===== config.mk =====
export PLATFORM = sky130hd
export DESIGN_NAME = hutc_front
export DESIGN_NICKNAME = d
export VERILOG_FILES = /design/src/hw/rtl/hutc_pkg.sv /design/src/hw/rtl/hutc_front.sv
export SDC_FILE = /design/constraint.sdc
export NUM_CORES = 2
export LEC_CHECK = 0
export BUFFER_PORTS_ARGS = -buffer_cell sky130_fd_sc_hd__buf_2
export CELL_PAD_IN_SITES_DETAIL_PLACEMENT = 1
export CELL_PAD_IN_SITES_GLOBAL_PLACEMENT = 2
export CORE_AREA = 2 2 334 369
export CTS_CLUSTER_SIZE = 20
export DETAILED_ROUTE_END_ITERATION = 6
export DIE_AREA = 0 0 336 371
export PLACE_DENSITY_LB_ADDON = 0.1
export SYNTH_ARGS = -nofsm -noshare
export SYNTH_HDL_FRONTEND = slang
export SYNTH_SLANG_ARGS = --single-unit

===== constraint.sdc =====
create_clock -name clk -period 12.71 [get_ports clk]
set_input_delay 3.813 -clock clk [delete_from_list [all_inputs] [get_ports clk]]
set_output_delay 3.813 -clock clk [all_outputs]
set_load 0.02 [all_outputs]

===== src/hw/rtl/hutc_pkg.sv =====
package hutc_pkg;

    localparam int RAW_W   = 16;
    localparam int DIFF_W  = 17;
    localparam int PROD_W  = 28;
    localparam int BASE_W  = 29;
    localparam int NUM_W   = 41;
    localparam int MAG_W   = 40;
    localparam int DEN_W   = 23;
    localparam int DMAG_W  = 22;
    localparam int OUT_W   = 24;
    localparam int CFG_W   = 16;
    localparam int IDX_W   = 3;

    localparam int QUEUE_DEPTH = 4;

    localparam logic [OUT_W-1:0] Q8_MAX = 24'h7FFFFF;
    localparam logic [OUT_W-1:0] Q8_MIN = 24'h800000;

    typedef enum logic [IDX_W-1:0] {
        REG_TEMP_LOW_PT  = 3'd0,
        REG_TEMP_HIGH_PT = 3'd1,
        REG_TEMP_LOW_RAW = 3'd2,
        REG_TEMP_HIGH_RAW = 3'd3,
        REG_HUM_LOW_PT   = 3'd4,
        REG_HUM_HIGH_PT  = 3'd5,
        REG_HUM_LOW_RAW  = 3'd6,
        REG_HUM_HIGH_RAW = 3'd7
    } reg_idx_t;

    localparam logic CMD_TEMP = 1'b0;

    // division job handed from front to back
    typedef struct packed {
        logic              kind;
        logic              err;
        logic              neg;
        logic [MAG_W-1:0]  num_mag;
        logic [DMAG_W-1:0] den_mag;
    } job_t;

    typedef struct packed {
        logic full;
        logic empty;
    } queue_status_t;

endpackage


===== src/hw/rtl/hutc_front.sv =====
module hutc_front (
    input  logic                        clk,
    input  logic                        rst_n,
    input  logic                        cfg_we,
    input  logic [hutc_pkg::IDX_W-1:0]  cfg_index,
    input  logic [hutc_pkg::CFG_W-1:0]  cfg_data,
    input  logic                        s_tvalid,
    output logic                        s_tready,
    input  logic [15:0]                 s_tdata,
    input  logic                        s_tuser,
    input  logic                        q_full,
    output logic                        push,
    output hutc_pkg::job_t              job
);
    import hutc_pkg::*;

    logic [9:0]        t_lo_pt_reg, t_hi_pt_reg;
    logic [7:0]        h_lo_pt_reg, h_hi_pt_reg;
    logic [RAW_W-1:0]  t_lo_raw_reg, t_hi_raw_reg, h_lo_raw_reg, h_hi_raw_reg;

    logic                      v1_reg, v2_reg, adv;
    logic                      kind1_reg;
    logic signed [DIFF_W-1:0]  d1_reg;
    logic signed [PROD_W-1:0]  p1_reg, p2_reg;
    job_t                      job_reg, job_next;

    logic signed [DIFF_W-1:0]  x, x0, x1, d, xd;
    logic signed [10:0]        y0, y1, dy;
    logic signed [BASE_W-1:0]  base;
    logic signed [NUM_W-1:0]   be, de, num;
    logic signed [DEN_W-1:0]   dd, den;

    always_ff @(posedge clk or negedge rst_n)
    begin
        if (!rst_n)
        begin
            t_lo_pt_reg  <= '0;
            t_hi_pt_reg  <= '0;
            t_lo_raw_reg <= '0;
            t_hi_raw_reg <= 16'd1;
            h_lo_pt_reg  <= '0;
            h_hi_pt_reg  <= '0;
            h_lo_raw_reg <= '0;
            h_hi_raw_reg <= 16'd1;
        end
        else if (cfg_we)
        begin
            unique case (reg_idx_t'(cfg_index))
                REG_TEMP_LOW_PT:   t_lo_pt_reg  <= cfg_data[9:0];
                REG_TEMP_HIGH_PT:  t_hi_pt_reg  <= cfg_data[9:0];
                REG_TEMP_LOW_RAW:  t_lo_raw_reg <= cfg_data;
                REG_TEMP_HIGH_RAW: t_hi_raw_reg <= cfg_data;
                REG_HUM_LOW_PT:    h_lo_pt_reg  <= cfg_data[7:0];
                REG_HUM_HIGH_PT:   h_hi_pt_reg  <= cfg_data[7:0];
                REG_HUM_LOW_RAW:   h_lo_raw_reg <= cfg_data;
                REG_HUM_HIGH_RAW:  h_hi_raw_reg <= cfg_data;
            endcase
        end
    end

    assign adv      = !(v2_reg && q_full);
    assign s_tready = adv;
    assign push     = v2_reg && !q_full;
    assign job      = job_reg;

    // stage 1: differences and products
    always_comb
    begin
        x = DIFF_W'($signed(s_tdata));
        if (s_tuser == CMD_TEMP)
        begin
            y0 = $signed({1'b0, t_lo_pt_reg});
            y1 = $signed({1'b0, t_hi_pt_reg});
            x0 = DIFF_W'($signed(t_lo_raw_reg));
            x1 = DIFF_W'($signed(t_hi_raw_reg));
        end
        else
        begin
            y0 = $signed({3'b000, h_lo_pt_reg});
            y1 = $signed({3'b000, h_hi_pt_reg});
            x0 = DIFF_W'($signed(h_lo_raw_reg));
            x1 = DIFF_W'($signed(h_hi_raw_reg));
        end
        d  = x1 - x0;
        xd = x - x0;
        dy = y1 - y0;
    end

    // stage 2: scaled numerator and denominator, then magnitudes
    always_comb
    begin
        base = BASE_W'(p1_reg) + BASE_W'(p2_reg);
        be   = NUM_W'(base);
        de   = NUM_W'(d1_reg);
        dd   = DEN_W'(d1_reg);
        if (kind1_reg == CMD_TEMP)
        begin
            num = (be <<< 11) + (be <<< 8) + (de <<< 18) + (de <<< 16);
            den = (dd <<< 5) + (dd <<< 3);
        end
        else
        begin
            num = be <<< 7;
            den = dd;
        end
        job_next.kind = kind1_reg;
        if (d1_reg == '0)
        begin
            job_next.err     = 1'b1;
            job_next.neg     = 1'b0;
            job_next.num_mag = '0;
            job_next.den_mag = DMAG_W'(1);
        end
        else
        begin
            job_next.err     = 1'b0;
            job_next.neg     = num[NUM_W-1] ^ den[DEN_W-1];
            job_next.num_mag = MAG_W'(num[NUM_W-1] ? -num : num);
            job_next.den_mag = DMAG_W'(den[DEN_W-1] ? -den : den);
        end
    end

    always_ff @(posedge clk or negedge rst_n)
    begin
        if (!rst_n)
        begin
            v1_reg <= 1'b0;
            v2_reg <= 1'b0;
        end
        else if (adv)
        begin
            v1_reg <= s_tvalid;
            v2_reg <= v1_reg;
        end
    end

    always_ff @(posedge clk)
    begin
        if (adv)
        begin
            kind1_reg <= s_tuser;
            d1_reg    <= d;
            p1_reg    <= dy * xd;
            p2_reg    <= y0 * d;
            job_reg   <= job_next;
        end
    end

endmodule


======== After elaboration in Yosys (flattened, before gate mapping) ========
Index checks and enable logic that the tools add are counted.
operators by class
  multiplexer cells ....................... 9
  reduce and logical (&&, ||, !) cells .... 14
  $mul .................................... 2
  equal/unequal tests ..................... 7
  add/subtract/negate cells ............... 10
  bitwise operators ....................... 1
operator list
  operator              count
  $mux W64              1
  $mul A11 B17 Y28      2
  $add A40 B37 Y41      1
  $add A41 B33 Y41      1
  $add A41 B35 Y41      1
  $mux W41              1
  $mux W40              1
  $neg A40 Y40          1
  $mux W17              2
  $add A28 B28 Y29      1
  $add A22 B20 Y23      1
  $mux W23              1
  $mux W22              1
  $neg A22 Y22          1
  $mux W10              2
  $logic_not A17 Y1     1
  $sub A16 B17 Y17      1
  $sub A17 B17 Y17      1
  $reduce_and A2 Y1     8
  $eq A3 B3 Y1 const B  4
  $sub A10 B10 Y11      1
  $eq A3 B2 Y1 const B  2
  $eq A3 B1 Y1 const B  1
  $logic_not A3 Y1      1
  other kinds (3)       5
storage, ports and cells
  output and inout port bits .............. 67
  flip-flop bits (word level) ............. 241
  bits of input ports ..................... 41
  word-level logic and storage cells ...... 62

======== Depth between registers and ports, before layout ========
  depth in word-level cells ............... 8
  mapped depth ............................ 39
  gate-level depth less buffers ........... 36

======== Worst setup path after synthesis ========
Ideal clock, no wire load.
  path kind ............................... input-to-reg
  start point ............................. in s_tuser
  end point ............................... reg p1_reg[26] (data pin)
  required time ........................... 12448 ps
  path buffers ............................ 3
  cell stages on the path ................. 34
  library setup time ...................... 262 ps
  setup slack ............................. 0 ps
  arrival ................................. 12449 ps
  cell sequence ........................... clkbuf_1 clkbuf_1 buf_1 mux2i_1 ha_1 nor2b_1 o21ai_0 a21oi_1 o21ai_0 a21oi_1 o21ai_0 a21oi_1 o21ai_0 a21oi_1 a2111oi_0 nor3_1 nand2_1 fa_1 fa_1 inv_1 fa_1 fa_1 inv_1 fa_1 inv_1 ha_1 or3_1 o31ai_1 o21ai_1 o31a_1 or4_1 a31oi_1 o21ai_1 xor2_1
on the way
  cells in the longest elaborated chain, start to end .. 3
  elaborated cells between the ends (all ways) .. 6
  classes of those cells .................. add/sub: 2; mul: 1; mux: 3
ends and longest elaborated chain
  item                                                  RTL line                            source
  start: declaration                                    hutc_front.sv:10                    input logic s_tuser,
  $mux W17 or $mux W10 (tied branches)                  hutc_front.sv:70                    if (s_tuser == CMD_TEMP)
  $sub A16 B17 Y17 or $sub A10 B10 Y11 (tied branches)  hutc_front.sv:85, hutc_front.sv:86
  $mul A11 B17 Y28 *                                    hutc_front.sv:143                   p1_reg <= dy * xd;
  end signal: assignment                                hutc_front.sv:143
  end: declaration                                      hutc_front.sv:24                    logic signed [PROD_W-1:0] p1_reg, p2_reg;
Every way passes the cells marked *; elsewhere a longest branch is shown, timed or not.
A chain may end at the register's enable or synchronous reset.

======== Worst setup path after layout ========
Ends and elaborated chain as after synthesis.

==> metrics.txt <==
Core Region=120900 sq um; final setup vio count=0; H-tree depth=2; Largest register FFs=58; Clock Skews=31.44 ps; Num Clock Sinks=234; reg2reg start=h_lo_raw_reg[0]; worst hold slack=around 480 ps; num rows=around 130; cts hold-fix bufs=0; Post-Route M1 WL=45030 um; total grt overflow=0; Slew Limit Fails=0; cell mode on critical path=fa_1; Avg Inst Size Synth=9.436 sq um; Post-Layout Cell Count=4984; vias per std cell=4.469; Hold Crit Start=v1_reg; first-pass GRT wire length=150900 um; Slew @ Worst Pin=1160 ps; TritonCTS clock tree=yes; Highest Signal Layer=met4; Synth Flop Type=edfxtp_1; placed insts=4924; setup_tns=0 ps; synthesized area=29980 sq um; R2R Path End=p2_reg[26]; status=finished, final reports clean; layout cells sized above 1=13.19%; die width=336 um; CTS clk-pin slew, worst paths=about 50 ps; met3 routed WL=2195 um; synth warn=0; crit-path max cell delay=610 ps; sequential-to-total area share from yosys stat=a little over a fifth; Max Cap Violations=0; RSZ-0062 raised after global routing=no; Post-route DRC=0; number of distinct library cells after synthesis=just over 90; die area=between 100000 and 150000 sq um; Top Ports=around 110; fmax=slightly above 80 MHz; crit start category=input pin; GP Congestion=0.8091; commonest non-fill, non-tap cell in the layout=inv_1; Post-DP HPWL=approximately 82000 um; final WL=97480 um; Min-Delay Endpoint=v2_reg; port bufs=100; cells after synthesis=between 3000 and 4000; EDFF count, synth=between 100 and 150; Crit-path slowest cell=or4_1; Crit Path Max Fanout=8; commonest non-fill, non-tap cells in the layout=556 x inv_1, 369 x fa_1, 296 x nor2_1, 259 x nand2_1, 254 x ha_1; clock root buffer=clkbuf_16; fin crit share=94.91%; DRT Pass-1 Iters=5; average routed wire per standard cell=19.56 um; initial antenna violation count=1; filler cell count in the final layout=13870; n_diodes=0; hold depth=1; Num CTS Buffers=34; Worst-Skew Late Latency=560 ps; CP arrival=between 10000 and 15000 ps; min cycle time layout=12060 ps; FF-to-FF setup slack=3880 ps; crit path capture type=register; DRT iter0 DRCs=828; vias=approximately 22000; via count of the first global-routing pass=24680; pin count of the biggest net entering global routing=60; Req. time, crit path=12990 ps; Util after Layout=between 20% and 30%; final hold vios=0; reg2reg path depth=34; Die Ht=371 um; worst hold-check path type=register to register; Total GRT Usage=15.88%; critical path type=input pin to register; register bit total from synthesis=234; wire length on met2=between 40000 and 50000 um; Starting Density=24.80%; nets@finish=3992; Slew headroom=22.23%; layout overhead on the synthesized area=13.72%; post-route ant nets=0; deepest clock path buffer count=3; Synth async-reset ratio=between 40% and 50%
Yosys cell counts (9+ instances only):
cell type | instances | area, sq um
a31oi_1 | 25 | 156.4
inv_1 | 556 | 2087
and2_1 | 32 | 200.2
or2_2 | 19 | 118.9
nor3_1 | 52 | 260.3
o21ai_0 | 82 | 410.4
nor4_1 | 9 | 56.30
o211ai_1 | 11 | 82.58
a211oi_1 | 12 | 90.09
o31ai_1 | 15 | 112.6
buf_1 | 15 | 56.30
nor3b_1 | 10 | 75.07
mux2i_1 | 34 | 340.3
nand2b_1 | 32 | 200.2
o21ai_1 | 14 | 70.07
or3_1 | 24 | 150.1
xor2_1 | 58 | 508.0
ha_1 | 254 | 3178
o21a_1 | 16 | 120.1
a21o_1 | 35 | 262.8
nand4_1 | 18 | 112.6
fa_1 | 369 | 7387
edfxtp_1 | 132 | 3964
mux2_2 | 135 | 1520
a21oi_1 | 118 | 590.6
nor2b_1 | 56 | 350.3
xnor2_1 | 108 | 945.9
nor2_1 | 296 | 1111
dfrtp_1 | 100 | 2502
nand2_1 | 260 | 975.9
o21bai_1 | 18 | 135.1
clkbuf_1 | 67 | 251.5
and3_1 | 22 | 137.6
nand3_1 | 35 | 175.2
metrics by stage:
| stage | setup slack, ps | instance area, sq um |
|---|---|---|
| 4_1_cts | 480.5 | 34090 |
| 3_5_place_dp | -129.4 | 32960 |
| 5_1_grt | 15.71 | 34090 |
| 2_1_floorplan | 174.4 | 30000 |
| 3_3_place_gp | 61.86 | 32960 |
| 6_report | 646.5 | 34090 |
worst max path at each step:
stage / from / end / slack (ps) / depth (start not counted)
after floorplan: s_tuser / p1_reg[26] / 170 / 34
after global placement: s_tuser / p2_reg[26] / 60 / 37
after detailed placement: s_tuser / p2_reg[26] / -130 / 37
after CTS: s_tuser / p2_reg[26] / 480 / 37
after global routing: s_tuser / p2_reg[25] / 20 / 34
final: s_tuser / p1_reg[26] / 650 / 33
routing by layer:
metal / track usage, % / up-vias
met5: 0 / -
met4: 3.898 / 0
met3: 1.506 / 88
met2: 28.18 / 263
met1: 20.64 / 11260
li1: - / 10660
cell type report:
cell class                 instances  area [sq um]  share of cell area [%]
multi-input combinational       2291         20990                   61.56
sequential                       234          6519                   19.12
inverter                         561          2106                   6.177
tap                             1632          2042                   5.990
timing repair buffer             206          1311                   3.846
clock buffer                      42         922.1                   2.705
clock inverter                    18         205.2                  0.6019
critical path, delay by kind of cell:
family	cells	cell delay, ps
adder cells (fa/ha/maj)	7	3200
AO/OA/AOI/OAI	13	2590
AND/OR/NAND/NOR	6	1670
buffers and inverters	5	500
multiplexers	1	390
XOR/XNOR	1	140
timing repair:
item,in CTS,in global routing
endpoints found under the setup margin,0,3
gates resized for setup,0,1
endpoints found under the hold margin,0,0
setup buffers,0,0
logic make-up (layout without fill, tap and decap cells):
kind of cell    Yosys count  after routing  synth area share [%]
simple gates            891            891                 13.90
buf+inv                 658            827                 8.410
fa+ha+maj               623            623                 35.24
compound gates          433            433                 9.508
flops                   234            234                 21.74
mux                     171            171                 6.331
xor+xnor                166            166                 4.850
other cells               1              7               0.01251
Power is not shown: default switching activity piles up to over one toggle a cycle in this logic, so the estimate is an artifact.
