===== src/hw/rtl/hutc_pkg.sv =====
package hutc_pkg;

    localparam int RAW_W   = 16;
    localparam int DIFF_W  = 17;
    localparam int PROD_W  = 28;
    localparam int BASE_W  = 29;
    localparam int NUM_W   = 41;
    localparam int MAG_W   = 40;
    localparam int DEN_W   = 23;
    localparam int DMAG_W  = 22;
    localparam int OUT_W   = 24;
    localparam int CFG_W   = 16;
    localparam int IDX_W   = 3;

    localparam int QUEUE_DEPTH = 4;

    localparam logic [OUT_W-1:0] Q8_MAX = 24'h7FFFFF;
    localparam logic [OUT_W-1:0] Q8_MIN = 24'h800000;

    typedef enum logic [IDX_W-1:0] {
        REG_TEMP_LOW_PT  = 3'd0,
        REG_TEMP_HIGH_PT = 3'd1,
        REG_TEMP_LOW_RAW = 3'd2,
        REG_TEMP_HIGH_RAW = 3'd3,
        REG_HUM_LOW_PT   = 3'd4,
        REG_HUM_HIGH_PT  = 3'd5,
        REG_HUM_LOW_RAW  = 3'd6,
        REG_HUM_HIGH_RAW = 3'd7
    } reg_idx_t;

    localparam logic CMD_TEMP = 1'b0;

    // division job handed from front to back
    typedef struct packed {
        logic              kind;
        logic              err;
        logic              neg;
        logic [MAG_W-1:0]  num_mag;
        logic [DMAG_W-1:0] den_mag;
    } job_t;

    typedef struct packed {
        logic full;
        logic empty;
    } queue_status_t;

endpackage


===== src/hw/rtl/hutc_queue.sv =====
module hutc_queue #(
    parameter int DEPTH = hutc_pkg::QUEUE_DEPTH
) (
    input  logic                   clk,
    input  logic                   rst_n,
    input  logic                   push,
    input  hutc_pkg::job_t         wdata,
    input  logic                   pop,
    output hutc_pkg::job_t         rdata,
    output hutc_pkg::queue_status_t status
);
    import hutc_pkg::*;

    localparam int PW = (DEPTH > 1) ? $clog2(DEPTH) : 1;
    localparam int CW = $clog2(DEPTH + 1);

    job_t            mem [DEPTH];
    logic [PW-1:0]   wptr_reg, rptr_reg;
    logic [CW-1:0]   cnt_reg;
    logic            do_push, do_pop;

    assign status.full  = (cnt_reg == CW'(DEPTH));
    assign status.empty = (cnt_reg == '0);
    assign do_push      = push && !status.full;
    assign do_pop       = pop && !status.empty;
    assign rdata        = mem[rptr_reg];

    always_ff @(posedge clk)
    begin
        if (do_push)
            mem[wptr_reg] <= wdata;
    end

    always_ff @(posedge clk or negedge rst_n)
    begin
        if (!rst_n)
        begin
            wptr_reg <= '0;
            rptr_reg <= '0;
            cnt_reg  <= '0;
        end
        else
        begin
            if (do_push)
                wptr_reg <= (wptr_reg == PW'(DEPTH - 1)) ? '0 : wptr_reg + 1'b1;
            if (do_pop)
                rptr_reg <= (rptr_reg == PW'(DEPTH - 1)) ? '0 : rptr_reg + 1'b1;
            if (do_push && !do_pop)
                cnt_reg <= cnt_reg + 1'b1;
            else if (do_pop && !do_push)
                cnt_reg <= cnt_reg - 1'b1;
        end
    end

endmodule


===== config.mk =====
export PLATFORM = sky130hd
export DESIGN_NAME = hutc_queue
export DESIGN_NICKNAME = d
export VERILOG_FILES = /design/src/hw/rtl/hutc_pkg.sv /design/src/hw/rtl/hutc_queue.sv
export SDC_FILE = /design/constraint.sdc
export NUM_CORES = 1
export LEC_CHECK = 0
export BUFFER_PORTS_ARGS = -buffer_cell sky130_fd_sc_hd__buf_2
export CAP_MARGIN = 30
export CELL_PAD_IN_SITES_DETAIL_PLACEMENT = 1
export CELL_PAD_IN_SITES_GLOBAL_PLACEMENT = 2
export CORE_ASPECT_RATIO = 1.2
export CORE_MARGIN = 4
export CORE_UTILIZATION = 45
export CTS_CLUSTER_SIZE = 10
export DETAILED_ROUTE_END_ITERATION = 6
export GPL_TIMING_DRIVEN = 0
export MAX_ROUTING_LAYER = met4
export PLACE_DENSITY_LB_ADDON = 0.1
export SETUP_SLACK_MARGIN = 0.05
export SKIP_CTS_REPAIR_TIMING = 1
export SLEW_MARGIN = 20
export SYNTH_ARGS = -nofsm -noshare
export SYNTH_HDL_FRONTEND = slang
export SYNTH_SLANG_ARGS = --single-unit

===== constraint.sdc =====
create_clock -name clk -period 4.9 [get_ports clk]
set_clock_uncertainty 0.15 [all_clocks]
set_input_delay 0.245 -clock clk [delete_from_list [all_inputs] [get_ports clk]]
set_output_delay 0.245 -clock clk [all_outputs]
set_load 0.02 [all_outputs]

; Word level (Yosys, flattened, before mapping)
; Memories as Yosys holds them, arrays and structs flattened.
; Index checks and enable logic that the tools add are counted.
[op_classes]
order_cmp = 0
add_sub_neg = 4
mux = 6
n_div = 0
n_reduce_logical = 10
mul = 0
n_shift = 0
bitwise = 0
n_eq_ne = 3
[ops]
columns = op, count
row1 = 3-bit 2-to-1 mux, 2
row2 = "2-bit by 1-bit adder with 2-bit output, second input constant", 2
row3 = "2-bit equality test, second input constant", 2
row4 = 1-bit logical AND, 4
row5 = 1-bit logical NOT, 4
row6 = 2-bit 2-to-1 mux, 2
row7 = "3-bit by 1-bit adder with 3-bit output, second input constant", 1
row8 = "3-bit equality test, second input constant", 1
row9 = 3-bit logical NOT, 1
row10 = "3-bit by 1-bit subtractor with 3-bit output, second input constant", 1
row11 = 1-bit 2-to-1 mux, 2
row12 = 2-bit nonzero test, 1
[totals]
mem_bits_rw = 260
n_memories = 1
inputBits = 69
mem_bits_ro = 0
ff_bits = 7
latch_bits = 0
word_cells = 27
[mem_list]
columns = name, depth, width, rd, rd_ports_with_merged_regs, write_ports, line_no
row1 = mem, 4, 65, 1, 0, 1, hutc_queue.sv:17  ; job_t mem [DEPTH];

; Logic depth before layout (Yosys ltp)
; Gate-level depths: netlist of the first run.
[depth]
ltp_word = 7
depth_mapped = 8
mapped_depth_nobuf = 8

; Least setup slack after synthesis of the first run
; No wires, ideal clock.
[synth_path]
kind = flip-flop to flip-flop
startpoint = register cnt_reg[2]
endpoint = memory mem[3][0] (netlist name), enable pin
setup_slack_ps = 887
period_less_slack_ps = 4013
arrival_ps = 3373
path_buffers = 0
stages_incl_launch_ff = 3
cell_sequence = dfrtp_1 > nor3b_2 > nor2_1
[synth_rtl]
columns = element, line_no
row1 = "start, declared", hutc_queue.sv:19  ; logic [CW-1:0] cnt_reg;
row2 = "start signal, assigned", hutc_queue.sv:49  ; cnt_reg <= cnt_reg + 1'b1;
row3 = "start signal, assigned", hutc_queue.sv:51  ; cnt_reg <= cnt_reg - 1'b1;
row4 = "end, declared", hutc_queue.sv:17

==> results of run 1 <==
worst max-delay path by stage:
stage                      startpoint          to  depth (start not counted)
after floorplan            cnt_reg[2]   mem[3][0]                          2
after global placement    wptr_reg[0]  mem[3][11]                          3
after detailed placement   cnt_reg[2]   mem[1][7]                          4
after CTS                 rptr_reg[1]   rdata[27]                          4
after global routing      rptr_reg[1]    rdata[6]                          4
final                     rptr_reg[1]   rdata[62]                          3
routing by layer:
| metal | share of wire, % | wire length [um] |
|---|---|---|
| met1 | 40 | 7450 |
| met2 | 53 | 10000 |
| met3 | 5.0 | 932 |
| met4 | 1.9 | 365 |
| met5 | 0 | 0 |
worst max-delay path: stages (launching register included):
cell      delay [ps]
dfrtp_1          410
clkbuf_1         570
mux4_2           420
buf_2            180
layout by cell type (no fill, tap or decap), types with 4 or more instances in the layout:
cell type      count
edfxtp_1         260
buf_2            140
dlygate4sd3_1     68
mux4_2            65
clkbuf_16         31
clkbuf_1          14
buf_12             8
dfrtp_1            7
ha_1               6
mux2_2             4
report_power, final:
part | switching, mW | internal [mW] | total, mW | leakage (nW)
logic | 1.42 | 1.08 | 2.50 | 1.49
registers | 0.122 | 3.02 | 3.14 | 2.46
clock network | 0.761 | 1.13 | 1.89 | 0.396
layout make-up:
cell class | instances | area (sq um)
fillers | 1869 | 9100
flip-flops and latches | 267 | 7980
multi-input cells | 92 | 1730
repair buffers | 209 | 1490
clock buffers | 43 | 821
well taps | 274 | 343
plain buffers | 15 | 146
inverters | 3 | 11.3
metrics by stage:
stage	instances	power, mW	worst slack (ps)	setup TNS, ps
after floorplan	377	4.86	887	0
after global placement	786	5.64	-1570	-101400
after detailed placement	792	5.71	2570	0
after CTS	835	7.65	2310	0
after global routing	903	7.93	2270	0
final	903	7.53	2390	0
logic make-up (layout without fill, tap and decap cells):
group           count (synthesis)  in the layout  share of synthesized area, %
simple gates                   11             11                         0.660
fa+ha+maj                       7              7                         0.965
mux                            69             69                          15.3
compound gates                  2              2                         0.203
buf+inv                        18            270                          1.60
xor+xnor                        3              3                         0.267
flops                         267            267                          81.0
==> metrics, run 1 <==
hold crit path type=in2reg; Nets=roughly 690; clock-pin slew on the worst setup and hold paths=approximately 60 ps; Post-DRT Antenna Nets=0; cell leakage power=roughly 4.4 nW; cell area after layout=around 13000 sq um; count leader, synth=edfxtp_1; fin crit share=approximately 51%; final core utilization=57.9%; DIE HEIGHT=approximately 170 um; initial core utilization=45.6%; drt pass-1 iters=4; hold path depth=3; top post-synthesis cells by count=260 x edfxtp_1, 65 x mux4_2, 7 x dfrtp_1; met1 usage=19.2%; register area share after synthesis=81.0%; asr flop ratio synth=2.62%; Synth Warn #=0; R2R depth=4; clock sink total=approximately 270; root buffer cell=clkbuf_16; relative slew slack=a little over half; number of flops mapped to enable cells by yosys=260; Antenna Cells=0; WL/cell=roughly 21 um; r2r startpoint=cnt_reg[2]; full die area=roughly 24000 sq um; Clk Latency, worst-skew pair=approximately 520 ps; global-route usage over all layers=between 10% and 20%; top cell type's share of synthesized area=79.2%; Final Slew Violations=0; largest net degree at the start of global routing=34; share of cells above drive strength 1=about 41%; syn_area_per_cell=~26 sq um; HPWL Detailed=between 10000 and 15000 um; max cap viols=0; initial antenna violation count=0; WS Path Type=reg2out; CTS Buf Count=30; outcome=finished, final reports clean; Core ar.=21600 sq um; worst path arrival time=roughly 2100 ps; leading area contributor after synthesis=edfxtp_1; met2 GRT Util=between 20% and 30%; reg-to-reg setup timing slack=2600 ps; Post-Syn Area=9860 sq um; # DRC=0; 1st-iter DRT viols=between 200 and 250; HP Start=push; CP startpoint kind=flip-flop; RSZ-0062 raised after global routing=no; largest cells by area after synthesis=edfxtp_1 79%, mux4_2 15%, dfrtp_1 1.8%; max reg flops=260; total grt overflow=0; Via Count=4708; Yosys reg bits=267; maximum fanout along the worst path=10; Worst Setup End Kind=output port; Hold EP=mem[3][19]; worst-margin pin slew=roughly 700 ps; first-pass GRT wire length=around 29000 um; Setup Viol. Count Final=0; Worst VDD drop=between 0.0003 and 0.0004 V; count of cell types in the netlist=22; cell count after synthesis=377; vias in the first global route=about 5000; Max Clk Rate=0.399 GHz; Area after DPL=11000 sq um; Clock Path Buffers=3; via density per instance=about 5.2; met3 Usage GRT=3.34%; CTS tree=built; I/O Pins=about 140; WP data required=between 4000 and 5000 ps; syn nets=~450; DIE WIDTH=approximately 140 um; Port Buf Inserts=135; GRT busiest layer=met2; Placer Congestion=about 0.7; Synth Flop Type=edfxtp_1; Std-Cell Rows=approximately 60; reg2reg end=mem[1][24]; total wire length=between 15000 and 20000 um; hold slack=approximately 90 ps; CTS H-tree depth=1; Final Hold Viols=0; Pwr per Cell Area=approximately 600 nW/um^2; Area Overhead vs Synth=27.1%; fin crit period=between 2000 and 3000 ps
(Power assumes the default switching activity.)
==> run 2, diff against run 1 <==
==> constraint.sdc (replaced) <==
create_clock -name clk -period 2.5 [get_ports clk]
set_clock_uncertainty 0.15 [all_clocks]
set_input_delay 0.125 -clock clk [delete_from_list [all_inputs] [get_ports clk]]
set_output_delay 0.125 -clock clk [all_outputs]
set_load 0.02 [all_outputs]
==> run 2 against run 1 <==
  * Sequential share of layout area fell by 0.19 points
  * Routed wire length rose by 1.3%
  * Core utilization grew 0.18 points
  * Flip-flop and latch count unchanged
  * Combinational power increased by 97%
  * Clock-buffer cell count fell by 1
  * Critical endpoint is now rdata[60]
  * Highest routed layer unchanged
==> metrics, run 2 (synthesis gave the netlist of run 1 again) <==
outcome=finished, final reports clean (unchanged); Core ar.=21600 sq um (unchanged); dpl cells=792 (unchanged); HP Start=wdata[48] (was push); Final Hold Viols=0 (unchanged); Reg power frac=41.6% (was 41.7%); r2r startpoint=cnt_reg[0] (was cnt_reg[2]); Area after DPL=11000 sq um (unchanged); drt pass-1 iters=4 (unchanged); most common cell after layout, fill and taps aside=edfxtp_1 (unchanged); first-pass GRT wire length=28600 um (about the same); Std-Cell Rows=59 (unchanged); HPWL Detailed=12000 um (was 11700 um); clock-pin slew on the worst setup and hold paths=50 ps (was 60 ps); RSZ-0062 raised after global routing=yes (was no); Setup Viol. Count Final=0 (unchanged); total wire length=19000 um (was 18800 um); Pwr per Cell Area=1180 nW/um^2 (was 601 nW/um^2); Final Slew Violations=0 (unchanged); Area Overhead vs Synth=27.5% (was 27.1%); Placer Congestion=0.692 (was 0.701); root buffer cell=clkbuf_16 (unchanged); I/O Pins=136 (unchanged); number of non-filler instances in the completed layout=904 (was 903); sw frac=30.7% (was 30.6%); cell leakage power=4.37 nW (was 4.35 nW); WS Path Type=reg2out (unchanged); reg-to-reg setup timing slack=240 ps (was 2600 ps); Nets=695 (was 694); maximum fanout along the worst path=10 (unchanged); crit-path cells=clkbuf_1 -> mux4_2 -> buf_2 (unchanged); vias in the first global route=5032 (was 5116); Hold EP=mem[1][48] (was mem[3][19]); WP data required=2230 ps (was 4510 ps); clock power share=25.2% (about the same); via density per instance=5.15 (was 5.21); relative slew slack=54.3% (was 52.2%); global-route usage over all layers=16.0% (was 15.8%); Worst Setup End Kind=output port (unchanged); share of cells above drive strength 1=41.7% (was 41.5%); total internal power=10.3 mW (was 5.23 mW); critical path's slowest cell=clkbuf_1 (unchanged); hold slack=193 ps (was 89.9 ps); reg2reg end=cnt_reg[1] (was mem[1][24]); max cap viols=0 (unchanged); Worst VDD drop=0.000663 V (was 0.000334 V); hold crit path type=in2reg (unchanged); # DRC=0 (unchanged); initial antenna violation count=0 (unchanged); DIE HEIGHT=170 um (unchanged); 1st-iter DRT viols=189 (was 206); cell area after layout=12600 sq um (was 12500 sq um); Slowest Stage Delay on Critical Path=550 ps (was 570 ps); CP delay by family, top=buffers and inverters (unchanged); Max Clk Rate=0.421 GHz; fin crit share=a little over nine tenths; clock sink total=267 (unchanged); CTS tree=built (unchanged); CTS H-tree depth=1 (unchanged); DIE WIDTH=143 um (unchanged); initial core utilization=45.6% (unchanged); fin crit period=around 2400 ps; CTS Buf Count=30 (unchanged); max reg flops=260 (unchanged); largest net degree at the start of global routing=36 (was 34); CP bufs+invs=2 (unchanged); Design Power=14.8 mW (was 7.53 mW); full die area=24300 sq um (unchanged); commonest non-fill, non-tap cells in the layout=260 x edfxtp_1, 135 x buf_2, 69 x dlygate4sd3_1 (was 260 x edfxtp_1, 140 x buf_2, 68 x dlygate4sd3_1); combinational fraction of design power=33.2% (about the same); worst path arrival time=2100 ps (was 2110 ps); Port Buf Inserts=135 (unchanged); net switching power figure=4.55 mW (was 2.31 mW); CP startpoint kind=flip-flop (unchanged); hold path depth=2 (was 3); total grt overflow=0 (unchanged); R2R depth=6 (was 4); Clk Latency, worst-skew pair=520 ps (about the same); worst-margin pin slew=686 ps (was 717 ps); Antenna Cells=0 (unchanged); Via Count=4655 (was 4708); Clock Path Buffers=3 (unchanged); fillcell total=1861 (was 1869); Post-DRT Antenna Nets=0 (unchanged); WL/cell=21.1 um (was 20.8 um)
## run 2: cell types whose count changed in the layout (fill, tap and decap cells not counted), sizes merged
cell         delta
clkinv          +1
dlygate4sd3     +1
clkbuf          +3
buf             -4
## run 2: cell type report
class                           instances  area, sq um  area share, %
Timing Repair Buffer                  210         1500           11.9
Clock buffer                           42          817           6.50
Tap cell                              274          343           2.73
Clock inverter                          1         5.00         0.0398
Buffer                                 15          159           1.26
Multi-Input combinational cell         92         1740           13.9
Inverter                                3         11.3         0.0896
Sequential cell                       267         7980           63.5
## run 2: routing by layer
metal / vias up / GRT usage [%] / share of wire (%)
met5: - / - / 0
met4: 0 / 3.76 / 1.8
met3: 29 / 3.29 / 5.0
met2: 98 / 27.2 / 53
met1: 2435 / 20.0 / 40
li1: 2093 / - / -
## run 2: stage by stage
stage	setup WS, ps	utilization, %	setup TNS, ps
3_3_place_gp	-1890	50.3	-215980
5_1_grt	19.2	58.1	0
6_report	123	58.1	0
3_5_place_dp	153	51.0	0
2_1_floorplan	-418	-	-27200
4_1_cts	24.7	54.8	0
## run 2: power by group through the flow
| stage | Combinational (mW) | Clock, mW | Sequential [mW] |
|---|---|---|---|
| 4_1_cts | 4.97 | 3.86 | 6.16 |
| 3_5_place_dp | 4.96 | 0 | 6.26 |
| 3_3_place_gp | 4.74 | 0 | 6.24 |
| 2_1_floorplan | 3.32 | 0 | 6.18 |
| 5_1_grt | 5.33 | 4.05 | 6.24 |
| 6_report | 4.92 | 3.73 | 6.16 |
## run 2: how the worst max path moves through the flow
stage / startpoint / end / slack, ps / cells after the start
after floorplan: cnt_reg[2] / mem[3][0] / -420 / 2
after global placement: wptr_reg[0] / mem[3][6] / -1890 / 3
after detailed placement: cnt_reg[0] / cnt_reg[2] / 150 / 7
after CTS: rptr_reg[1] / rdata[15] / 20 / 4
after global routing: rptr_reg[1] / rdata[60] / 20 / 3
final: rptr_reg[1] / rdata[60] / 120 / 3
==> run 3, diff against run 2 <==
--- a/config.mk
+++ b/config.mk
@@ -7,11 +7,12 @@
 export LEC_CHECK = 0
 export BUFFER_PORTS_ARGS = -buffer_cell sky130_fd_sc_hd__buf_2
 export CAP_MARGIN = 30
-export CELL_PAD_IN_SITES_DETAIL_PLACEMENT = 1
-export CELL_PAD_IN_SITES_GLOBAL_PLACEMENT = 2
+export CELL_PAD_IN_SITES_DETAIL_PLACEMENT = 0
+export CELL_PAD_IN_SITES_GLOBAL_PLACEMENT = 1
 export CORE_ASPECT_RATIO = 1.2
 export CORE_MARGIN = 4
-export CORE_UTILIZATION = 45
+export CORE_UTILIZATION = 50
+export CTS_CLUSTER_DIAMETER = 200
 export CTS_CLUSTER_SIZE = 10
 export DETAILED_ROUTE_END_ITERATION = 6
 export GPL_TIMING_DRIVEN = 0
==> run 3 against run 2 <==
  * Total power shrank 0.33%
  * Core utilization grew 6.2 points
  * Non-clock buffer count is the same
  * Critical path depth is the same
  * Largest cell class unchanged
  * First-iteration DRC count shrank 2.1%
  * Sequential share of layout area grew 0.16 points
  * Routed wire length shrank 3.7%
  * Worst setup slack lost 36 ps
  * Cell count shrank 1.4%
  * Cell area shrank 0.26%
  * Critical path type unchanged
  * Register-to-register slack lost 90 ps
  * Clock power is essentially flat
==> metrics, run 3 (synthesis gave the netlist of run 1 again) <==
outcome=finished, final reports clean (unchanged); initial antenna violation count=0 (unchanged); r2r startpoint=cnt_reg[2] (was cnt_reg[0]); clock sink total=267 (unchanged); Area Overhead vs Synth=27.2% (was 27.5%); relative slew slack=52.4% (was 54.3%); total grt overflow=0 (unchanged); Clock Path Buffers=3 (unchanged); # DRC=0 (unchanged); Nets=695 (unchanged); DIE HEIGHT=162 um (was 170 um); Via Count=4720 (was 4655); reg2reg end=mem[1][9] (was cnt_reg[1]); Design Power=14.8 mW (about the same); fin crit period=2410 ps (was 2380 ps); Antenna Cells=0 (unchanged); via density per instance=5.30 (was 5.15); CTS H-tree depth=1 (unchanged); CP startpoint=rptr_reg[1] (unchanged); I/O Pins=136 (unchanged); DIE WIDTH=136 um (was 143 um); WP depth=3 (unchanged); max reg flops=260 (unchanged); root buffer cell=clkbuf_16 (unchanged); Post-Place Setup Slack=166 ps (was 153 ps); final core utilization=64.3% (was 58.1%); drt pass-1 iters=4 (unchanged); first-pass GRT wire length=28100 um (was 28600 um); max cap viols=0 (unchanged); CP startpoint kind=flip-flop (unchanged); Max Clk Rate=0.414 GHz (was 0.421 GHz); Std-Cell Rows=56 (was 59); critical path's slowest cell=buf_1 (was clkbuf_1); WS Path Type=reg2out (unchanged); Worst VDD drop=0.00101 V (was 0.000663 V); hold crit path type=in2reg (unchanged); Final Hold Viols=0 (unchanged); WL/cell=20.6 um (was 21.1 um); CTS Buf Count=30 (unchanged); Slowest Stage Delay on Critical Path=570 ps (was 550 ps); CTS tree=built (unchanged); share of cells above drive strength 1=41.6% (was 41.7%); clock-pin slew on the worst setup and hold paths=60 ps (was 50 ps); Setup Viol. Count Final=0 (unchanged); 1st-iter DRT viols=185 (was 189); worst setup margin=86.8 ps (was 123 ps); Post-DRT Antenna Nets=0 (unchanged); initial core utilization=50.6% (was 45.6%); Port Buf Inserts=135 (unchanged); worst-margin pin slew=714 ps (was 686 ps); worst path arrival time=2140 ps (was 2100 ps); R2R depth=4 (was 6); WP data required=2230 ps (about the same); total wire length=18300 um (was 19000 um); Final Slew Violations=0 (unchanged); RSZ-0062 raised after global routing=yes (unchanged); HPWL Detailed=11100 um (was 12000 um); maximum fanout along the worst path=10 (unchanged); most common cell after layout, fill and taps aside=edfxtp_1 (unchanged); Worst Setup End Kind=output port (unchanged); Placer Congestion=0.690 (was 0.692); crit-path cells=buf_1 -> mux4_2 -> buf_2 (was clkbuf_1 -> mux4_2 -> buf_2); vias in the first global route=5085 (was 5032); Clk Latency, worst-skew pair=530 ps (was 520 ps); Core ar.=19500 sq um (was 21600 sq um); largest net degree at the start of global routing=38 (was 36); global-route usage over all layers=17.3% (was 16.0%); reg-to-reg setup timing slack=150 ps (was 240 ps); fin crit share=96.5% (was 95.1%); CP delay by family, top=buffers and inverters (unchanged); full die area=22000 sq um (was 24300 sq um); CP bufs+invs=2 (unchanged); Pwr per Cell Area=1180 nW/um^2 (about the same); commonest non-fill, non-tap cells in the layout=260 x edfxtp_1, 139 x buf_2, 69 x dlygate4sd3_1 (was 260 x edfxtp_1, 135 x buf_2, 69 x dlygate4sd3_1); cell leakage power=4.36 nW (was 4.37 nW); critical path endpoint=rdata[49] (was rdata[60])
[run 3: cell type report]
type | count | area [sq um]
sequential | 267 | 7980
fill | 1391 | 6950
multi-input combinational | 92 | 1740
timing repair buffer | 210 | 1500
clock buffer | 42 | 817
tap | 261 | 327
buffer | 15 | 149
inverter | 3 | 11.3
clock inverter | 1 | 5.00
[run 3: worst min-delay path by stage]
stage | slack, ps | cells past startpoint | from | to
after floorplan | -320 | 0 | rst_n | cnt_reg[0]
after global placement | -190 | 1 | rst_n | wptr_reg[0]
after detailed placement | -180 | 1 | rst_n | wptr_reg[1]
after CTS | -750 | 1 | rst_n | wptr_reg[1]
after global routing | 180 | 2 | wdata[9] | mem[2][9]
final | 200 | 2 | wdata[64] | mem[3][64]
[run 3: where the power goes]
part	switching (mW)	internal, mW
clock	1.51	2.22
sequential	0.240	5.91
combinational	2.77	2.11
total	4.52	10.2
[run 3: metrics by stage]
step | cell area (sq um) | std cells | hold slack, ps | setup TNS (ps)
after floorplan | 9860 | 377 | -321 | -27200
after global placement | 10900 | 773 | -185 | -210690
after detailed placement | 11000 | 779 | -181 | 0
after CTS | 11800 | 822 | -750 | 0
after global routing | 12500 | 891 | 181 | -47.2
final | 12500 | 891 | 195 | 0
[run 3: per-layer routing]
layer / vias to the layer above / wire length, um / track usage (%)
met5: - / 0 / -
met4: 0 / 381 / 4.86
met3: 29 / 881 / 3.62
met2: 117 / 9780 / 28.8
met1: 2475 / 7280 / 21.8
li1: 2099 / - / -
